### config.mk
export PLATFORM = sky130hd
export DESIGN_NAME = sprite_slot_table_with_collision_flat
export DESIGN_NICKNAME = d
export VERILOG_FILES = /design/src/rtl/sst_pkg.sv /design/src/rtl/sst_cmd_if.sv /design/src/rtl/sst_rsp_if.sv /design/src/rtl/sprite_slot_table_with_collision.sv /design/src/flat_wrapper.sv
export SDC_FILE = /design/constraint.sdc
export NUM_CORES = 2
export LEC_CHECK = 0
export ABC_AREA = 1
export ABC_CLOCK_PERIOD_IN_PS = 7700
export BUFFER_PORTS_ARGS = -buffer_cell sky130_fd_sc_hd__buf_2
export CORE_MARGIN = 8
export CORE_UTILIZATION = 50
export DETAILED_ROUTE_END_ITERATION = 16
export HOLD_SLACK_MARGIN = 0.15
export PLACE_DENSITY = 0.72
export SETUP_SLACK_MARGIN = 0.05
export SLEW_MARGIN = 20
export SYNTH_ARGS = -nofsm -noshare
export SYNTH_HDL_FRONTEND = slang
export SYNTH_SLANG_ARGS = --single-unit
### constraint.sdc
create_clock -name clk -period 7.7 [get_ports clk]
set_input_delay 0.385 -clock clk [delete_from_list [all_inputs] [get_ports clk]]
set_output_delay 0.385 -clock clk [all_outputs]
set_load 0.01 [all_outputs]
### src/rtl/sst_pkg.sv
// ----------------------------------------------------------------------------
// sst_pkg
// Field widths and codes shared by the sprite slot table and its channels.
// ----------------------------------------------------------------------------
package sst_pkg;

    localparam int KIND_W   = 2;
    localparam int POS_W    = 9;
    localparam int HANDLE_W = 6;
    localparam int STATUS_W = 3;
    localparam int SLOT_W   = 6;

    typedef logic [KIND_W-1:0]   kind_t;
    typedef logic [STATUS_W-1:0] status_t;
    typedef logic [SLOT_W-1:0]   slot_t;
    typedef logic [POS_W-1:0]    pos_t;

    localparam kind_t KIND_SPAWN = 2'd0;
    localparam kind_t KIND_KILL  = 2'd1;
    localparam kind_t KIND_STEP  = 2'd2;

    localparam status_t ST_SPAWNED     = 3'd0;
    localparam status_t ST_FULL        = 3'd1;
    localparam status_t ST_KILLED      = 3'd2;
    localparam status_t ST_KILL_IGNORE = 3'd3;
    localparam status_t ST_PAIR        = 3'd4;
    localparam status_t ST_DONE        = 3'd5;

endpackage

### src/rtl/sst_cmd_if.sv
// ----------------------------------------------------------------------------
// sst_cmd_if
// Valid/ready channel for commands into the slot table.
// ----------------------------------------------------------------------------
interface sst_cmd_if;
    import sst_pkg::*;

    logic  valid;
    logic  ready;
    kind_t kind;
    pos_t  x_pos;
    pos_t  y_pos;
    logic [HANDLE_W-1:0] handle;

    modport source (output valid, kind, x_pos, y_pos, handle, input ready);
    modport sink   (input valid, kind, x_pos, y_pos, handle, output ready);
endinterface

### src/rtl/sst_rsp_if.sv
// ----------------------------------------------------------------------------
// sst_rsp_if
// Valid/ready channel for result items of the slot table.
// ----------------------------------------------------------------------------
interface sst_rsp_if;
    import sst_pkg::*;

    logic    valid;
    logic    ready;
    status_t status;
    slot_t   slot;
    slot_t   partner_slot;
    logic    last;

    modport source (output valid, status, slot, partner_slot, last, input ready);
    modport sink   (input valid, status, slot, partner_slot, last, output ready);
endinterface

### src/rtl/sprite_slot_table_with_collision.sv
// ----------------------------------------------------------------------------
// sprite_slot_table_with_collision
// Sprite slot allocator with a LIFO free stack and same-position collision scan.
// ----------------------------------------------------------------------------
// Usage:
//   cmd carries one command per transfer: spawn, kill or collision step.
//   rsp returns result items; last marks the final one of a command.
//   Kill: result registered at the accepting edge.
//   Spawn: free stack memory read, then slot write; table full
//   answers at once.
//   Step: one shared position comparator walks slot pairs. An inactive slot
//   is skipped; an active outer slot has its position read and loaded, then
//   each inner slot is skipped if inactive or read and compared if active,
//   and a last pass closes its scan; a colliding pair ends the scan with the
//   second stack push and the pair result in place of the closing pass. The
//   done item follows. The registered position memory read port sets these steps.
//   cmd.ready is high only while no command is in work and the result
//   register is free or being drained; a stalled receiver holds the block.
//   Reset frees all slots and refills the stack at once (a low-water mark
//   stands in for the initial stack contents); there is no clearing pass.
// ----------------------------------------------------------------------------
module sprite_slot_table_with_collision #(
    parameter int SLOTS = 64
) (
    input  logic      clk,
    input  logic      rst_n,
    sst_cmd_if.sink   cmd,
    sst_rsp_if.source rsp
);
    import sst_pkg::*;

    localparam int IW = (SLOTS > 1) ? $clog2(SLOTS) : 1;
    localparam int CW = $clog2(SLOTS + 1);

    localparam logic [2:0] S_IDLE      = 3'd0;
    localparam logic [2:0] S_SPAWN     = 3'd1;
    localparam logic [2:0] S_SCAN_I    = 3'd2;
    localparam logic [2:0] S_LOAD_I    = 3'd3;
    localparam logic [2:0] S_SCAN_J    = 3'd4;
    localparam logic [2:0] S_CMP       = 3'd5;
    localparam logic [2:0] S_PUSH_J    = 3'd6;
    localparam logic [2:0] S_EMIT_PAIR = 3'd7;

    logic [2:0]       state_reg, state_next;
    logic [CW-1:0]    top_reg, top_next;
    logic [CW-1:0]    min_top_reg, min_top_next;
    logic [SLOTS-1:0] active_reg, active_next;
    logic [CW-1:0]    i_reg, i_next;
    logic [CW-1:0]    j_reg, j_next;
    logic [2*POS_W-1:0] ref_pos_reg, ref_pos_next;
    logic [2*POS_W-1:0] spawn_pos_reg, spawn_pos_next;

    logic [IW-1:0]      stack_mem [SLOTS];
    logic [2*POS_W-1:0] pos_mem   [SLOTS];
    logic [IW-1:0]      stk_rd_reg;
    logic [2*POS_W-1:0] pos_rd_reg;

    logic          stk_we;
    logic [IW-1:0] stk_waddr, stk_wdata;
    logic [CW-1:0] stk_raddr_full;
    logic [IW-1:0] stk_raddr;
    logic          pos_we;
    logic [IW-1:0] pos_waddr, pos_raddr;

    logic          emit_en;
    status_t       emit_status;
    slot_t         emit_slot, emit_partner;
    logic          emit_last;

    logic          rsp_valid_reg;
    status_t       rsp_status_reg;
    slot_t         rsp_slot_reg, rsp_partner_reg;
    logic          rsp_last_reg;

    logic          out_free, cmd_ready, cmd_fire;
    logic [IW-1:0] h_idx, i_idx, j_idx, top_idx, new_slot;
    logic          h_in_range, pop_from_reset;

    assign out_free  = !rsp_valid_reg || rsp.ready;
    assign cmd_ready = (state_reg == S_IDLE) && out_free;
    assign cmd_fire  = cmd.valid && cmd_ready;
    assign cmd.ready = cmd_ready;

    assign h_in_range = {{(32-HANDLE_W){1'b0}}, cmd.handle} < 32'(SLOTS);
    assign h_idx      = IW'(cmd.handle);
    assign i_idx      = i_reg[IW-1:0];
    assign j_idx      = j_reg[IW-1:0];
    assign top_idx    = top_reg[IW-1:0];

    // entries below the lowest stack top ever reached were never written; their reset value comes from the index
    assign pop_from_reset = top_reg < min_top_reg;
    assign new_slot       = pop_from_reset ? (IW'(SLOTS - 1) - top_idx) : stk_rd_reg;

    assign stk_raddr_full = top_reg - CW'(1);
    assign stk_raddr      = stk_raddr_full[IW-1:0];

    always_comb
    begin
        state_next     = state_reg;
        top_next       = top_reg;
        min_top_next   = min_top_reg;
        active_next    = active_reg;
        i_next         = i_reg;
        j_next         = j_reg;
        ref_pos_next   = ref_pos_reg;
        spawn_pos_next = spawn_pos_reg;
        stk_we         = 1'b0;
        stk_waddr      = top_idx;
        stk_wdata      = '0;
        pos_we         = 1'b0;
        pos_waddr      = top_idx;
        pos_raddr      = '0;
        emit_en        = 1'b0;
        emit_status    = ST_DONE;
        emit_slot      = '0;
        emit_partner   = '0;
        emit_last      = 1'b1;

        unique case (state_reg)
            S_IDLE:
            begin
                if (cmd_fire)
                begin
                    unique case (cmd.kind)
                        KIND_SPAWN:
                        begin
                            if (top_reg == CW'(0))
                            begin
                                emit_en     = 1'b1;
                                emit_status = ST_FULL;
                            end
                            else
                            begin
                                top_next       = top_reg - CW'(1);
                                spawn_pos_next = {cmd.x_pos, cmd.y_pos};
                                state_next     = S_SPAWN;
                            end
                        end
                        KIND_KILL:
                        begin
                            emit_en = 1'b1;
                            if (h_in_range && active_reg[h_idx])
                            begin
                                active_next[h_idx] = 1'b0;
                                if (top_reg < CW'(SLOTS))
                                begin
                                    stk_we    = 1'b1;
                                    stk_wdata = h_idx;
                                    top_next  = top_reg + CW'(1);
                                end
                                emit_status = ST_KILLED;
                                emit_slot   = SLOT_W'(h_idx);
                            end
                            else
                            begin
                                emit_status = ST_KILL_IGNORE;
                            end
                        end
                        KIND_STEP:
                        begin
                            i_next     = '0;
                            state_next = S_SCAN_I;
                        end
                        default:
                        begin
                            state_next = S_IDLE;
                        end
                    endcase
                end
            end
            S_SPAWN:
            begin
                // result register is empty here: it was free at the accepting edge
                if (pop_from_reset)
                    min_top_next = top_reg;
                active_next[new_slot] = 1'b1;
                pos_we      = 1'b1;
                pos_waddr   = new_slot;
                emit_en     = 1'b1;
                emit_status = ST_SPAWNED;
                emit_slot   = SLOT_W'(new_slot);
                state_next  = S_IDLE;
            end
            S_SCAN_I:
            begin
                if (i_reg == CW'(SLOTS))
                begin
                    if (out_free)
                    begin
                        emit_en    = 1'b1;
                        state_next = S_IDLE;
                    end
                end
                else if (!active_reg[i_idx])
                begin
                    i_next = i_reg + CW'(1);
                end
                else
                begin
                    pos_raddr  = i_idx;
                    state_next = S_LOAD_I;
                end
            end
            S_LOAD_I:
            begin
                ref_pos_next = pos_rd_reg;
                j_next       = i_reg + CW'(1);
                state_next   = S_SCAN_J;
            end
            S_SCAN_J:
            begin
                if (j_reg == CW'(SLOTS))
                begin
                    i_next     = i_reg + CW'(1);
                    state_next = S_SCAN_I;
                end
                else if (!active_reg[j_idx])
                begin
                    j_next = j_reg + CW'(1);
                end
                else
                begin
                    pos_raddr  = j_idx;
                    state_next = S_CMP;
                end
            end
            S_CMP:
            begin
                if (pos_rd_reg == ref_pos_reg)
                begin
                    active_next[i_idx] = 1'b0;
                    active_next[j_idx] = 1'b0;
                    if (top_reg < CW'(SLOTS))
                    begin
                        stk_we    = 1'b1;
                        stk_wdata = i_idx;
                        top_next  = top_reg + CW'(1);
                    end
                    state_next = S_PUSH_J;
                end
                else
                begin
                    j_next     = j_reg + CW'(1);
                    state_next = S_SCAN_J;
                end
            end
            S_PUSH_J:
            begin
                if (top_reg < CW'(SLOTS))
                begin
                    stk_we    = 1'b1;
                    stk_wdata = j_idx;
                    top_next  = top_reg + CW'(1);
                end
                state_next = S_EMIT_PAIR;
            end
            S_EMIT_PAIR:
            begin
                if (out_free)
                begin
                    emit_en      = 1'b1;
                    emit_status  = ST_PAIR;
                    emit_slot    = SLOT_W'(i_idx);
                    emit_partner = SLOT_W'(j_idx);
                    emit_last    = 1'b0;
                    i_next       = i_reg + CW'(1);
                    state_next   = S_SCAN_I;
                end
            end
            default:
            begin
                state_next = S_IDLE;
            end
        endcase
    end

    always_ff @(posedge clk or negedge rst_n)
    begin
        if (!rst_n)
        begin
            state_reg     <= S_IDLE;
            top_reg       <= CW'(SLOTS);
            min_top_reg   <= CW'(SLOTS);
            active_reg    <= '0;
            i_reg         <= '0;
            j_reg         <= '0;
            rsp_valid_reg <= 1'b0;
        end
        else
        begin
            state_reg   <= state_next;
            top_reg     <= top_next;
            min_top_reg <= min_top_next;
            active_reg  <= active_next;
            i_reg       <= i_next;
            j_reg       <= j_next;
            if (emit_en)
                rsp_valid_reg <= 1'b1;
            else if (rsp.ready)
                rsp_valid_reg <= 1'b0;
        end
    end

    always_ff @(posedge clk)
    begin
        ref_pos_reg   <= ref_pos_next;
        spawn_pos_reg <= spawn_pos_next;
        if (emit_en)
        begin
            rsp_status_reg  <= emit_status;
            rsp_slot_reg    <= emit_slot;
            rsp_partner_reg <= emit_partner;
            rsp_last_reg    <= emit_last;
        end
    end

    // free stack memory: one write, one registered read at top - 1
    always_ff @(posedge clk)
    begin
        if (stk_we)
            stack_mem[stk_waddr] <= stk_wdata;
        stk_rd_reg <= stack_mem[stk_raddr];
    end

    // position memory, {x, y} per slot
    always_ff @(posedge clk)
    begin
        if (pos_we)
            pos_mem[pos_waddr] <= spawn_pos_reg;
        pos_rd_reg <= pos_mem[pos_raddr];
    end

    assign rsp.valid        = rsp_valid_reg;
    assign rsp.status       = rsp_status_reg;
    assign rsp.slot         = rsp_slot_reg;
    assign rsp.partner_slot = rsp_partner_reg;
    assign rsp.last         = rsp_last_reg;

endmodule

### src/flat_wrapper.sv
// flat-port wrapper written by rule: the top's interface ports become plain ports
module sprite_slot_table_with_collision_flat import sst_pkg::*;
#(
    parameter int SLOTS = 64
)
  (clk, rst_n, cmd_valid, cmd_kind, cmd_x_pos, cmd_y_pos, cmd_handle, cmd_ready, rsp_valid, rsp_status, rsp_slot, rsp_partner_slot, rsp_last, rsp_ready);
  sst_cmd_if cmd_i ();
  sst_rsp_if rsp_i ();
  input  logic clk;
  input  logic rst_n;
  input wire logic [$bits(cmd_i.valid)-1:0] cmd_valid;
  input wire logic [$bits(cmd_i.kind)-1:0] cmd_kind;
  input wire logic [$bits(cmd_i.x_pos)-1:0] cmd_x_pos;
  input wire logic [$bits(cmd_i.y_pos)-1:0] cmd_y_pos;
  input wire logic [$bits(cmd_i.handle)-1:0] cmd_handle;
  output wire logic [$bits(cmd_i.ready)-1:0] cmd_ready;
  output wire logic [$bits(rsp_i.valid)-1:0] rsp_valid;
  output wire logic [$bits(rsp_i.status)-1:0] rsp_status;
  output wire logic [$bits(rsp_i.slot)-1:0] rsp_slot;
  output wire logic [$bits(rsp_i.partner_slot)-1:0] rsp_partner_slot;
  output wire logic [$bits(rsp_i.last)-1:0] rsp_last;
  input wire logic [$bits(rsp_i.ready)-1:0] rsp_ready;
  assign cmd_i.valid = cmd_valid;
  assign cmd_i.kind = cmd_kind;
  assign cmd_i.x_pos = cmd_x_pos;
  assign cmd_i.y_pos = cmd_y_pos;
  assign cmd_i.handle = cmd_handle;
  assign cmd_ready = cmd_i.ready;
  assign rsp_valid = rsp_i.valid;
  assign rsp_status = rsp_i.status;
  assign rsp_slot = rsp_i.slot;
  assign rsp_partner_slot = rsp_i.partner_slot;
  assign rsp_last = rsp_i.last;
  assign rsp_i.ready = rsp_ready;
  sprite_slot_table_with_collision #(.SLOTS(SLOTS)) u_core (.clk(clk), .rst_n(rst_n), .cmd(cmd_i), .rsp(rsp_i));
endmodule
==> impl_metrics.json <==
{
  "cts_tree": "yes",
  "final_layout_size_suffix_gt1_share_pct": 6.93,
  "ctsLongestPathBuffers": 3,
  "detail-route-antenna-nets": 0,
  "cts_hold_buf": 27,
  "worstSetupEndpointType": "flip-flop",
  "r2r_cells": 16,
  "synth_cells": 7132,
  "clockRootBuffer": "clkbuf_16",
  "rrSetupSlack_ps": 2140,
  "muxShareOfSynthArea_pct": 0.625,
  "seq_power_share_pct": 54.0,
  "power_switching_mw": 3.92,
  "syn2layout_area_growth_pct": 10.1,
  "min_period_ps": 5560,
  "syn_area_um2": 76900,
  "synthSimpleGateAreaFrac_pct": 20.9,
  "path_cells": "buf_4 -> inv_4 -> ha_1 -> nand4_1 -> nand2_1 -> nor2_1 -> nand2_8 -> nand2_8 -> buf_12 -> nand2_1 -> nand3_1 -> nand3_1 -> nand3_1 -> nand3_1 -> nand3_1 -> nand2_1",
  "fmax_mhz": 180,
  "cp_max_fo": 160,
  "vias": 55500,
  "cp.arrival_ps": 6260,
  "cp_top_family": "simple AND/OR/NAND/NOR gates",
  "ys_warn_count": 0,
  "hpwl_mm": 124,
  "path_buf_inv": 3,
  "total_power_mw": 18.5,
  "grt_pass1_vias": 52600,
  "critPathKind": "reg -> reg",
  "synth.most_common_cell": "edfxtp_1",
  "cts_sinks": 1708,
  "grt_pass1_wl_mm": 331,
  "start_util_pct": 50.1,
  "setup_viol": 0,
  "synth_top_cell_by_area": "edfxtp_1",
  "max_slew_margin_pct": 21.7,
  "die_area_um2": 167000,
  "fin_crit_sh_pct": 72.3,
  "synth_commonest_cells": "edfxtp_1, nand3_1, nand2_1",
  "setup_ws_ps": 2140,
  "critPathSlowestCell": "nand2_8",
  "place.port_buffers": 47,
  "grt_setup_unrepaired": "false",
  "syn_nets": 7175,
  "vdd_ir_drop_max_mv": 0.267,
  "swShare_pct": 21.1,
  "synth-compound-area-share_pct": 5.43,
  "fin_skew_ps": 90.8,
  "first_iter_violations": 8333,
  "startpoint": "u_core.j_reg[0]",
  "routed_wl_mm": 222,
  "fp.coreArea_um2": 154000,
  "nets": 7066,
  "synth_area_per_cell_um2": 10.8,
  "boundaryPins": 48,
  "ys_seq_elements": 1708,
  "power.leakage_nw": 29.7,
  "power_density_nw_per_um2": 219,
  "intPower_mw": 14.6,
  "critPathCapture": "u_core.pos_rd_reg[3]",
  "slew_violations": 0,
  "r2r-end": "u_core.pos_rd_reg[3]",
  "clkPwrFrac_pct": 44.5,
  "cpMostUsedCell": "nand3_1",
  "cts_setup_buffers": 0,
  "finalHoldViolations": 0,
  "hold_class": "in -> reg",
  "cts_buffers": 168,
  "dr.pass1.iters": 7,
  "worstMarginPinSlew_ps": 1170,
  "hp-start": "cmd_y_pos[5]",
  "whs_path_depth": 2,
  "netlist.area_leader.share_pct": 62.0,
  "fillers": 12700,
  "overflow": 0,
  "row_count": 144,
  "worst_setup_path_start_kind": "flip-flop",
  "grt_usage_pct": 25.6,
  "clk_pin_slew_ps": 70,
  "seq_area_frac_synth_pct": 65.7,
  "synth.area.top_cells": "edfxtp_1, nand3_1, nand2_1, nand3b_1, inv_1",
  "synth_cell_types": 50,
  "r2r_start": "u_core.j_reg[0]",
  "cts-htree-levels": 4,
  "largest_register_ffs": 1152,
  "vias_per_cell": 6.03,
  "setup_tns_ps": 0,
  "antenna_found_initial": 2,
  "synth-adder-area-share_pct": 0.211,
  "async_flop_share_pct": 5.62,
  "synth-main-ff-cell": "edfxtp_1",
  "die_w_um": 408,
  "pre_cts_ws_ps": 2380,
  "grt_max_degree": 205,
  "gp_congestion": 0.968,
  "synth_xor_area_share_pct": 0.216,
  "fp.dieH_um": 408,
  "crit_path_max_incr_delay_ps": 540,
  "share_comb_of_total_power_pct": 1.5,
  "clk_latency_ps": 870,
  "cts_resized": 0,
  "drv_cap": 0,
  "routedWlPerCell_um": 24.1,
  "drc": 0,
  "outcome": "complete, no violations",
  "synth_edf_count": 1588,
  "synth_top_family_by_area": "simple AND/OR/NAND/NOR gates",
  "cp.required_ps": 8390,
  "critical_path_cell_count": 16
}
-- layer usage --
metal / up-vias / share of wire [%] / track usage [%]
met3: 603 / 11 / 5.15
met4: 0 / 4.6 / 11.3
met2: 3362 / 45 / 39.4
li1: 24700 / - / -
met1: 26900 / 39 / 35.5
met5: - / 0 / 0
-- worst reg2reg max path, delay by kind of cell, from the launching register on --
kind,cells,cell delay [ps]
DFF,1,320
buffers and inverters,3,1440
adders and majority gates,1,340
and+or+nand+nor,12,3340
-- how the worst min path moves through the flow --
stage / endpoint / slack (ps)
2_1_floorplan: u_core.active_reg[0] / 90
3_3_place_gp: u_core.ref_pos_reg[8] / 440
3_5_place_dp: u_core.ref_pos_reg[16] / 450
4_1_cts: u_core.spawn_pos_reg[4] / 180
5_1_grt: u_core.spawn_pos_reg[4] / 230
6_report: u_core.spawn_pos_reg[5] / 250
-- cells by family after synthesis --
kind of cell,Yosys count
adder cells (fa/ha/maj),13
XOR/XNOR,19
AO/OA/AOI/OAI,673
flip-flops,1708
multiplexers,48
AND/OR/NAND/NOR,3367
buffers and inverters,1304
-- metrics by stage --
stage          cells  area (um2)  hold slack (ps)  utilization, %
2_1_floorplan   7132       76900             89.4               -
3_3_place_gp    8869       78800              443            51.3
3_5_place_dp    8869       78800              450            51.3
4_1_cts         9212       84600              184            55.1
5_1_grt         9214       84700              232            55.2
6_report        9214       84700              248            55.2
-- layout by cell type (no fill, tap or decap), drive strengths merged, types with 87 or more instances in the layout --
master / n
dfrtp: 94
nor2: 491
clkinv: 87
nand3b: 432
o21ai: 358
nor3: 92
nand2: 1098
buf: 142
clkbuf: 222
edfxtp: 1588
inv: 851
nand3: 1230
-- power by group through the flow --
stage | clock (mW) | sequential, mW | combinational, mW
detailed placement | 0 | 10.2 | 0.259
global placement | 0 | 10.2 | 0.254
floorplan | 0 | 10.2 | 0.150
finish | 8.23 | 10.0 | 0.280
CTS | 8.28 | 10.0 | 0.272
global route | 8.61 | 10.0 | 0.298
-- area by class of cell --
| type | instances | area [um2] | area share [%] |
|---|---|---|---|
| clock inverter | 94 | 1050 | 1.24 |
| sequential | 1708 | 50600 | 59.7 |
| tap | 2044 | 2560 | 3.02 |
| clock buffer | 222 | 4510 | 5.32 |
| timing repair buffer | 168 | 1340 | 1.58 |
| multi-input combinational | 4120 | 21400 | 25.3 |
| inverter | 857 | 3240 | 3.83 |
| antenna | 1 | 2.50 | 0.00295 |
Note: power is estimated with default switching activity, not from simulation.
